`src/sv/bdlp_pkg.sv`:
```
// Package for the button debouncer with long-press detection.
// Holds the result type, register indexes, reset values and the counter helper.
// No dependencies.
`default_nettype none

package bdlp_pkg;

    localparam int unsigned CNT_W = 16;
    localparam logic [CNT_W-1:0] COUNT_MAX = '1;

    localparam logic [CNT_W-1:0] DEBOUNCE_RESET   = 16'd50;
    localparam logic [CNT_W-1:0] LONG_PRESS_RESET = 16'd1000;

    // Configuration register indexes
    typedef enum logic
    {
        REG_DEBOUNCE_LIMIT   = 1'b0,
        REG_LONG_PRESS_LIMIT = 1'b1
    } cfg_idx_t;

    // Pin levels (active low button)
    localparam logic LVL_PRESSED  = 1'b0;
    localparam logic LVL_RELEASED = 1'b1;

    typedef struct packed
    {
        logic short_press_event;
        logic release_event;
        logic long_press_event;
        logic held_flag;
    } result_t;

    function automatic logic [CNT_W-1:0] sat_inc(input logic [CNT_W-1:0] v);
        sat_inc = (v == COUNT_MAX) ? COUNT_MAX : v + 1'b1;
    endfunction

endpackage

`default_nettype wire

```
`src/sv/button_debounce_long_press.sv`:
```
// Button debouncer with long-press detection: top level.
// One pin sample in, one beat of event flags out; output register plus skid stage.
// Depends on bdlp_pkg.
`default_nettype none

// Channel   | Dir | Handshake             | Payload
// ----------+-----+-----------------------+-------------------------------------------
// input     | in  | in_valid / in_stall   | pin_level
// result    | out | out_valid / out_stall | short_press_event, release_event,
//           |     |                       | long_press_event, held_flag
// config    | in  | cfg_we                | cfg_index, cfg_data
//
// A sample is accepted every cycle while in_stall is low, and its flags are registered
// on the edge that accepts it, in the output register or, if that is stalled, in the skid
// register. The state update is a single pass of two 16-bit saturating increments and
// two 16-bit compares. Reset sets both limits to their defaults, levels to released and
// counters to zero. A stalled output holds its beat; one more result goes to the skid
// register, and in_stall rises only while that skid register is full.

module button_debounce_long_press
(
    input  wire logic                        clk,
    input  wire logic                        rst_n,

    input  wire logic                        cfg_we,
    input  wire logic                        cfg_index,
    input  wire logic [bdlp_pkg::CNT_W-1:0]  cfg_data,

    input  wire logic                        in_valid,
    output      logic                        in_stall,
    input  wire logic                        pin_level,

    output      logic                        out_valid,
    input  wire logic                        out_stall,
    output      logic                        short_press_event,
    output      logic                        release_event,
    output      logic                        long_press_event,
    output      logic                        held_flag
);
    import bdlp_pkg::*;

    // Configuration
    logic [CNT_W-1:0] debounce_limit_reg;
    logic [CNT_W-1:0] long_press_limit_reg;

    // Debounce state
    logic             last_raw_reg,      last_raw_next;
    logic             stable_level_reg,  stable_level_next;
    logic [CNT_W-1:0] stable_ticks_reg,  stable_ticks_next;
    logic             long_pending_reg,  long_pending_next;
    logic [CNT_W-1:0] hold_ticks_reg,    hold_ticks_next;

    // Output and skid stages
    logic    out_valid_reg,  out_valid_next;
    result_t out_data_reg,   out_data_next;
    logic    skid_valid_reg, skid_valid_next;
    result_t skid_data_reg,  skid_data_next;

    logic             in_acc;
    logic             out_take;
    logic             restart;
    logic [CNT_W-1:0] stable_inc;
    logic [CNT_W-1:0] hold_inc;
    logic             adopt;
    logic             adopt_release;
    logic             adopt_press;
    logic             pend_mid;
    logic [CNT_W-1:0] hold_mid;
    result_t          res;

    assign in_stall = skid_valid_reg;
    assign in_acc   = in_valid && !skid_valid_reg;
    assign out_take = out_valid_reg && !out_stall;

    // ---------------- configuration writes ----------------
    always_ff @(posedge clk or negedge rst_n)
    begin
        if (!rst_n)
        begin
            debounce_limit_reg   <= DEBOUNCE_RESET;
            long_press_limit_reg <= LONG_PRESS_RESET;
        end
        else if (cfg_we)
        begin
            case (cfg_idx_t'(cfg_index))
                REG_DEBOUNCE_LIMIT:   debounce_limit_reg   <= cfg_data;
                REG_LONG_PRESS_LIMIT: long_press_limit_reg <= cfg_data;
                default:              ;
            endcase
        end
    end

    // ---------------- per-sample step ----------------
    always_comb
    begin
        restart       = (pin_level != last_raw_reg);
        stable_inc    = sat_inc(stable_ticks_reg);
        hold_inc      = sat_inc(hold_ticks_reg);

        // new level adopted once stable strictly longer than the limit
        adopt         = !restart && (stable_inc > debounce_limit_reg)
                        && (pin_level != stable_level_reg);
        adopt_release = adopt && (pin_level == LVL_RELEASED);
        adopt_press   = adopt && (pin_level == LVL_PRESSED);

        pend_mid = adopt_release ? 1'b0 : (adopt_press ? 1'b1 : long_pending_reg);
        hold_mid = adopt_press ? '0 : hold_inc;

        stable_level_next = adopt ? pin_level : stable_level_reg;

        res.short_press_event = adopt_release && long_pending_reg;
        res.release_event     = adopt_release;
        res.long_press_event  = !restart && pend_mid && (hold_mid > long_press_limit_reg);
        res.held_flag         = !restart && (stable_level_next == LVL_PRESSED);

        last_raw_next     = pin_level;
        stable_ticks_next = restart ? '0 : stable_inc;
        hold_ticks_next   = hold_mid;
        long_pending_next = res.long_press_event ? 1'b0 : pend_mid;
    end

    always_ff @(posedge clk or negedge rst_n)
    begin
        if (!rst_n)
        begin
            last_raw_reg     <= LVL_RELEASED;
            stable_level_reg <= LVL_RELEASED;
            stable_ticks_reg <= '0;
            long_pending_reg <= 1'b0;
            hold_ticks_reg   <= '0;
        end
        else if (in_acc)
        begin
            last_raw_reg     <= last_raw_next;
            stable_level_reg <= stable_level_next;
            stable_ticks_reg <= stable_ticks_next;
            long_pending_reg <= long_pending_next;
            hold_ticks_reg   <= hold_ticks_next;
        end
    end

    // ---------------- output register and skid ----------------
    always_comb
    begin
        out_valid_next  = out_valid_reg;
        out_data_next   = out_data_reg;
        skid_valid_next = skid_valid_reg;
        skid_data_next  = skid_data_reg;

        if (!out_valid_reg || out_take)
        begin
            // output slot frees up: skid drains first (input is stalled then)
            if (skid_valid_reg)
            begin
                out_valid_next  = 1'b1;
                out_data_next   = skid_data_reg;
                skid_valid_next = 1'b0;
            end
            else
            begin
                out_valid_next = in_acc;
                out_data_next  = res;
            end
        end
        else if (in_acc)
        begin
            skid_valid_next = 1'b1;
            skid_data_next  = res;
        end
    end

    always_ff @(posedge clk or negedge rst_n)
    begin
        if (!rst_n)
        begin
            out_valid_reg  <= 1'b0;
            skid_valid_reg <= 1'b0;
        end
        else
        begin
            out_valid_reg  <= out_valid_next;
            skid_valid_reg <= skid_valid_next;
        end
    end

    always_ff @(posedge clk)
    begin
        out_data_reg  <= out_data_next;
        skid_data_reg <= skid_data_next;
    end

    assign out_valid         = out_valid_reg;
    assign short_press_event = out_data_reg.short_press_event;
    assign release_event     = out_data_reg.release_event;
    assign long_press_event  = out_data_reg.long_press_event;
    assign held_flag         = out_data_reg.held_flag;

    // ---------------- assertions ----------------
    a_skid_behind_out: assert property (@(posedge clk) disable iff (!rst_n)
        skid_valid_reg |-> out_valid_reg)
        else $error("skid holds a beat while output register is empty");

    a_skid_fill_on_stall: assert property (@(posedge clk) disable iff (!rst_n)
        $rose(skid_valid_reg) |-> $past(out_valid_reg && out_stall))
        else $error("skid filled without a stalled output");

    a_short_needs_release: assert property (@(posedge clk) disable iff (!rst_n)
        (out_valid_reg && out_data_reg.short_press_event) |-> out_data_reg.release_event)
        else $error("short press flagged without release");

    a_release_not_held: assert property (@(posedge clk) disable iff (!rst_n)
        out_valid_reg |-> !(out_data_reg.release_event
                            && (out_data_reg.held_flag || out_data_reg.long_press_event)))
        else $error("release flagged together with held or long press");

    a_pending_cleared_on_long: assert property (@(posedge clk) disable iff (!rst_n)
        (in_acc && res.long_press_event) |=> !long_pending_reg)
        else $error("long press fired but remains pending");

endmodule

`default_nettype wire

```
`config.mk`:
```
export PLATFORM = sky130hd
export DESIGN_NAME = button_debounce_long_press
export DESIGN_NICKNAME = d
export VERILOG_FILES = /design/src/sv/bdlp_pkg.sv /design/src/sv/button_debounce_long_press.sv
export SDC_FILE = /design/constraint.sdc
export NUM_CORES = 1
export LEC_CHECK = 0
export ABC_AREA = 0
export BUFFER_PORTS_ARGS = -buffer_cell sky130_fd_sc_hd__buf_2
export CAP_MARGIN = 40
export CORE_MARGIN = 5
export CORE_UTILIZATION = 60
export CTS_BUF_LIST = sky130_fd_sc_hd__clkbuf_16
export CTS_CLUSTER_SIZE = 8
export DETAILED_ROUTE_END_ITERATION = 16
export GPL_ROUTABILITY_DRIVEN = 0
export GPL_TIMING_DRIVEN = 1
export PLACE_DENSITY_LB_ADDON = 0.2
export SLEW_MARGIN = 20
export SYNTH_ARGS = -nofsm -noshare
export SYNTH_HDL_FRONTEND = slang
export SYNTH_SLANG_ARGS = --single-unit
```
`constraint.sdc`:
```
create_clock -name clk -period 6.2 [get_ports clk]
set_clock_uncertainty 0.1 [all_clocks]
set_input_delay 0 -clock clk [delete_from_list [all_inputs] [get_ports clk]]
set_output_delay 0 -clock clk [all_outputs]
set_load 0.02 [all_outputs]
```
## After elaboration in Yosys (flattened, before gate mapping)

Index checks and enable logic that the tools add are counted.

| word-level totals | value |
|---|---|
| word-level logic and storage cells | 60 |
| memories kept | 0 |
| register bits after elaboration | 77 |
| latch bits | 0 |
| bits in writable memories | 0 |
| memory bits (read-only) | 0 |
| output and inout bits | 6 |
| input bits | 23 |

| cells by class | value |
|---|---|
| equality and inequality tests | 4 |
| reduce and logical (&&, ||, !) cells | 19 |
| $mul | 0 |
| muxes and demuxes | 12 |
| shift-type cells | 0 |
| bitwise logic cells | 4 |
| add/subtract/negate cells | 2 |
| div/mod/pow operators | 0 |
| order comparisons | 2 |

Operator list:

| kind | count |
|---|---|
| 16-bit 2-to-1 mux | 4 |
| 16-bit by 1-bit adder with 16-bit output, second input constant | 2 |
| 16-bit equality test, second input constant | 2 |
| 16-bit > comparator | 2 |
| 1-bit logical AND | 10 |
| 1-bit 2-to-1 mux | 7 |
| 2-bit AND reduction | 3 |
| 1-bit logical NOT | 4 |
| 4-bit 2-to-1 mux | 1 |
| 1-bit inverter | 4 |
| 1-bit inequality test | 2 |
| 2-bit nonzero test | 1 |
| 1-bit logical OR | 1 |

## Logic depth before layout (Yosys ltp)

| depth | value |
|---|---|
| depth after elaboration | 11 |
| gate-level depth with buffers | 23 |
| depth with buffers taken out | 20 |

## Worst setup path after synthesis

Ideal clock, no wire load.

| path | value |
|---|---|
| kind | reg-to-reg |
| start point | reg stable_ticks_reg[0] |
| end point | reg out_data_reg (netlist bit long_press_event), data pin |
| setup slack | 1.414 ns |
| cell stages (with the launch flop) | 24 |
| path buffers | 5 |
| period minus slack after synthesis | 4.786 ns |
| arrival time | 4.419 ns |
| required time | 5.833 ns |
| library setup time | 0.267 ns |
| path through | dfrtp_1 ha_1 and2_1 nand3_1 or3_1 buf_2 buf_6 clkbuf_1 nand2_1 ha_1 nand4_1 o41ai_1 nor3b_1 o31a_2 buf_4 buf_2 a21oi_1 ha_1 a21oi_1 o21ai_0 a221o_1 o31ai_1 o21bai_1 o31ai_1 |

| on the way | value |
|---|---|
| elaborated cells between the ends (all ways) | 15 |
| those cells by class | add/sub: 1; order compare: 2; eq/ne: 1; mux: 5; reduce/logical: 6 |

RTL lines:

| what | line | text |
|---|---|---|
| start, declared | button_debounce_long_press.sv:49 | `logic [CNT_W-1:0] stable_ticks_reg, stable_ticks_next;` |
| start signal, assigned | button_debounce_long_press.sv:136 | `stable_ticks_reg <= stable_ticks_next;` |
| 16-bit by 1-bit adder with 16-bit output or 16-bit equality test (tied branches) | bdlp_pkg.sv:34 | `sat_inc = (v == COUNT_MAX) ? COUNT_MAX : v + 1'b1;` |
| 16-bit 2-to-1 mux * | bdlp_pkg.sv:34 |  |
| 16-bit > comparator * | button_debounce_long_press.sv:101 | `adopt = !restart && (stable_inc > debounce_limit_reg)` |
| 1-bit logical AND * | button_debounce_long_press.sv:101 |  |
| 1-bit logical AND * | button_debounce_long_press.sv:102 | `&& (pin_level != stable_level_reg);` |
| 1-bit logical AND * | button_debounce_long_press.sv:104 | `adopt_press = adopt && (pin_level == LVL_PRESSED);` |
| 16-bit 2-to-1 mux * | button_debounce_long_press.sv:107 | `hold_mid = adopt_press ? '0 : hold_inc;` |
| via hold_mid[7] | button_debounce_long_press.sv:68 | `logic [CNT_W-1:0] hold_mid;` |
| 16-bit > comparator * | button_debounce_long_press.sv:113 | `res.long_press_event = !restart && pend_mid && (hold_mid > long_press_limit_reg);` |
| 1-bit logical AND * | button_debounce_long_press.sv:113 |  |
| 4-bit 2-to-1 mux * | button_debounce_long_press.sv:153 | `if (skid_valid_reg)` |
| end signal, assigned | button_debounce_long_press.sv:188 | `out_data_reg <= out_data_next;` |
| end, declared | button_debounce_long_press.sv:55 | `result_t out_data_reg, out_data_next;` |

Mark *: on every way through the listed nets, which the timed path passes. The rest lies on a longest branch.
A chain may end at the register's enable or synchronous reset.

## Worst setup path after layout

Ends and elaborated chain as after synthesis.

==> results.cfg <==
[timing]
fin_tns_setup_ps = 0
slew_headroom = 0.449
worstMarginPinSlew_ps = 819
min_period_ps = 5650
fin_crit_sh = 0.912
hold_viol_final = 1
hold_slack_ps = -7.84
fmax_ghz = 0.177
setup_viol = 0
drv_slew = 0
rsz0062_at_grt = no

[synth]
seq_area_frac_synth = 0.412
synth_cell_type_count = 60
ys_ff_latch = 77
synth.avg_cell_area_sq_um = 9.31
synthCells = 516
syn_nets = 573
synth_area_sq_um = 4800
ys.warnings.count = 0
synth_edf_count = 8
ys.flop_type = dfrtp_1
async_flop_share = 0.896

[floorplanning]
start_util = 0.618
ios = 29
die_height_microns = 99.5
die-width_microns = 99.5
coreArea_sq_um = 7770
rows = 32
dieArea_sq_um = 9900

[worst_setup_path]
critPathCaptureType = register
critical_path_arrival_ps = 5640
rrSetupSlack_ps = 550
cp-start-kind = register
ff2ff_path_depth = 18
path_class = reg2reg
required_ps = 6180
path_max_fanout = 31

[cts]
cts_buffer_depth = 2
cts_tree = done
cts_root_buf = clkbuf_16
hold_buffers = 20
ctsResizeCount = 0
cts-htree-levels = 3
cts_buffers = 9
clk_latency_ps = 340
postCtsSetupBuffers = 0
cts.sinks = 77
clk_pin_slew_ps = 60

[global_route]
grt.overflow.total = 0
grt_use_total = 0.249
grt_pass1_vias = 3917
antenna_found_initial = 0
grt_max_degree = 51
grt_first_pass_wirelength_microns = 19400

[layout]
final_area_sq_um = 5480
nFillCells = 569
diodes = 0
drive_gt1_frac = 0.153
layout.cells.most_common = a21oi_1
area_growth_pct = 14.1
final_cell_mix = 67 x a21oi_1, 58 x nand2_1, 58 x dfrtp_1
multi_input_area_sq_um = 2560
nets = 613
instances_no_fill = 663
regArea_sq_um = 1980

[route]
vias = 3947
drtPass1Iterations = 5
wl_microns = 11800
via_per_inst = 5.95
drc = 0
ant_nets = 0
drtIter0Drc = 155
wl_per_cell_microns = 17.8

[place]
dp_cells = 627
dp_hpwl_microns = 7740
placed_area_sq_um = 5000
io_buffers = 28

[power_and_ir_drop]
cellPowerDensity_nw_per_um2 = 267
power_mw = 1.47
p_leak_nw = 2.58
irDropWorstVdd_v = 0.000172

[hold_path]
hp-class = in2reg
holdPathStages = 3

[flow_run]
maxCapViolCount = 0

[run_status]
violations = hold timing
outcome = finished, violations left
## final timing paths
path / to / start
worst max-delay path: long_press_event$_DFFE_PN_ / stable_ticks_reg[0]$_DFFE_PN0P_
worst min-delay path: in_stall$_DFFE_PN0P_ / out_stall
worst max register to register: long_press_event$_DFFE_PN_ / stable_ticks_reg[0]$_DFFE_PN0P_
worst min register to register: long_press_limit_reg[11]$_DFFE_PN0P_ / long_press_limit_reg[11]$_DFFE_PN0P_
max in group asynchronous: debounce_limit_reg[1]$_DFFE_PN1P_ / rst_n
min in group asynchronous: hold_ticks_reg[4]$_DFFE_PN0P_ / rst_n
## where the power goes
group          switching, mW  internal, mW
Clock                  0.223         0.272
Combinational          0.194         0.147
Sequential            0.0554         0.574
Total                  0.472         0.993
## critical path, cell delays in order, from the launching register on
cell,delay (ps)
dfrtp_1,440
ha_1,310
and2_1,190
nand3_1,120
or3_1,630
o21ai_0,260
ha_1,370
nand4_1,150
o41ai_1,500
nor3b_1,120
o31a_2,330
a21oi_1,230
ha_1,280
a21oi_1,200
o21ai_0,140
a221o_1,370
o31ai_1,330
o21bai_1,210
o31ai_1,100
## cell families after synthesis
kind of cell / after synthesis / synth area share
compound gates: 151 / 0.194
fa+ha+maj: 34 / 0.0886
simple gates: 150 / 0.159
buf+inv: 60 / 0.0547
mux: 18 / 0.0422
flops: 77 / 0.412
xor+xnor: 26 / 0.0490
## synthesized netlist by cell type (2+ instances only)
library cell,count,area share
dfrtp_1,58,0.30
nor3b_1,2,0.0031
o21a_1,5,0.0078
nor2_1,25,0.020
and3_1,11,0.014
and2_1,5,0.0065
nand3_1,14,0.015
xnor2_1,16,0.029
a21o_1,3,0.0047
a31oi_1,5,0.0065
o31ai_1,6,0.0094
xor2_1,9,0.016
o21ai_0,27,0.028
clkbuf_1,13,0.010
nor3_1,5,0.0052
or2_1,2,0.0026
and4_1,2,0.0036
o211ai_1,2,0.0031
inv_1,36,0.028
nand2_1,58,0.045
edfxtp_1,8,0.050
nor2b_1,5,0.0065
nand4_1,8,0.010
nand2b_1,2,0.0026
ha_1,34,0.089
buf_6,3,0.0070
o22a_1,8,0.015
a21oi_1,67,0.070
a22o_1,3,0.0055
a41oi_1,3,0.0055
nor4_1,2,0.0026
buf_4,2,0.0031
buf_2,6,0.0063
a31o_1,7,0.013
mux2_2,17,0.040
o21ai_1,3,0.0031
dfstp_2,11,0.060
## routing by layer
metal | wire length, microns | track usage | vias up
li1 | - | - | 1933
met1 | 5150 | 0.317 | 1898
met2 | 5850 | 0.411 | 83
met3 | 409 | 0.0407 | 33
met4 | 389 | 0.127 | 0
met5 | 0 | 0 | -
## final cells by class
type                            instances  area share
Clock buffer                            9      0.0411
Clock inverter                          7     0.00913
Inverter                               36      0.0247
Multi-Input combinational cell        379       0.468
Sequential cell                        77       0.361
Tap cell                              102      0.0233
Timing Repair Buffer                   53      0.0726
## through the flow
step,setup WS [ps],util
4_1_cts,667,0.705
3_5_place_dp,762,0.644
5_1_grt,157,0.705
3_3_place_gp,811,0.641
6_report,546,0.705
2_1_floorplan,1410,-
Note: power is estimated with default switching activity, not from simulation.
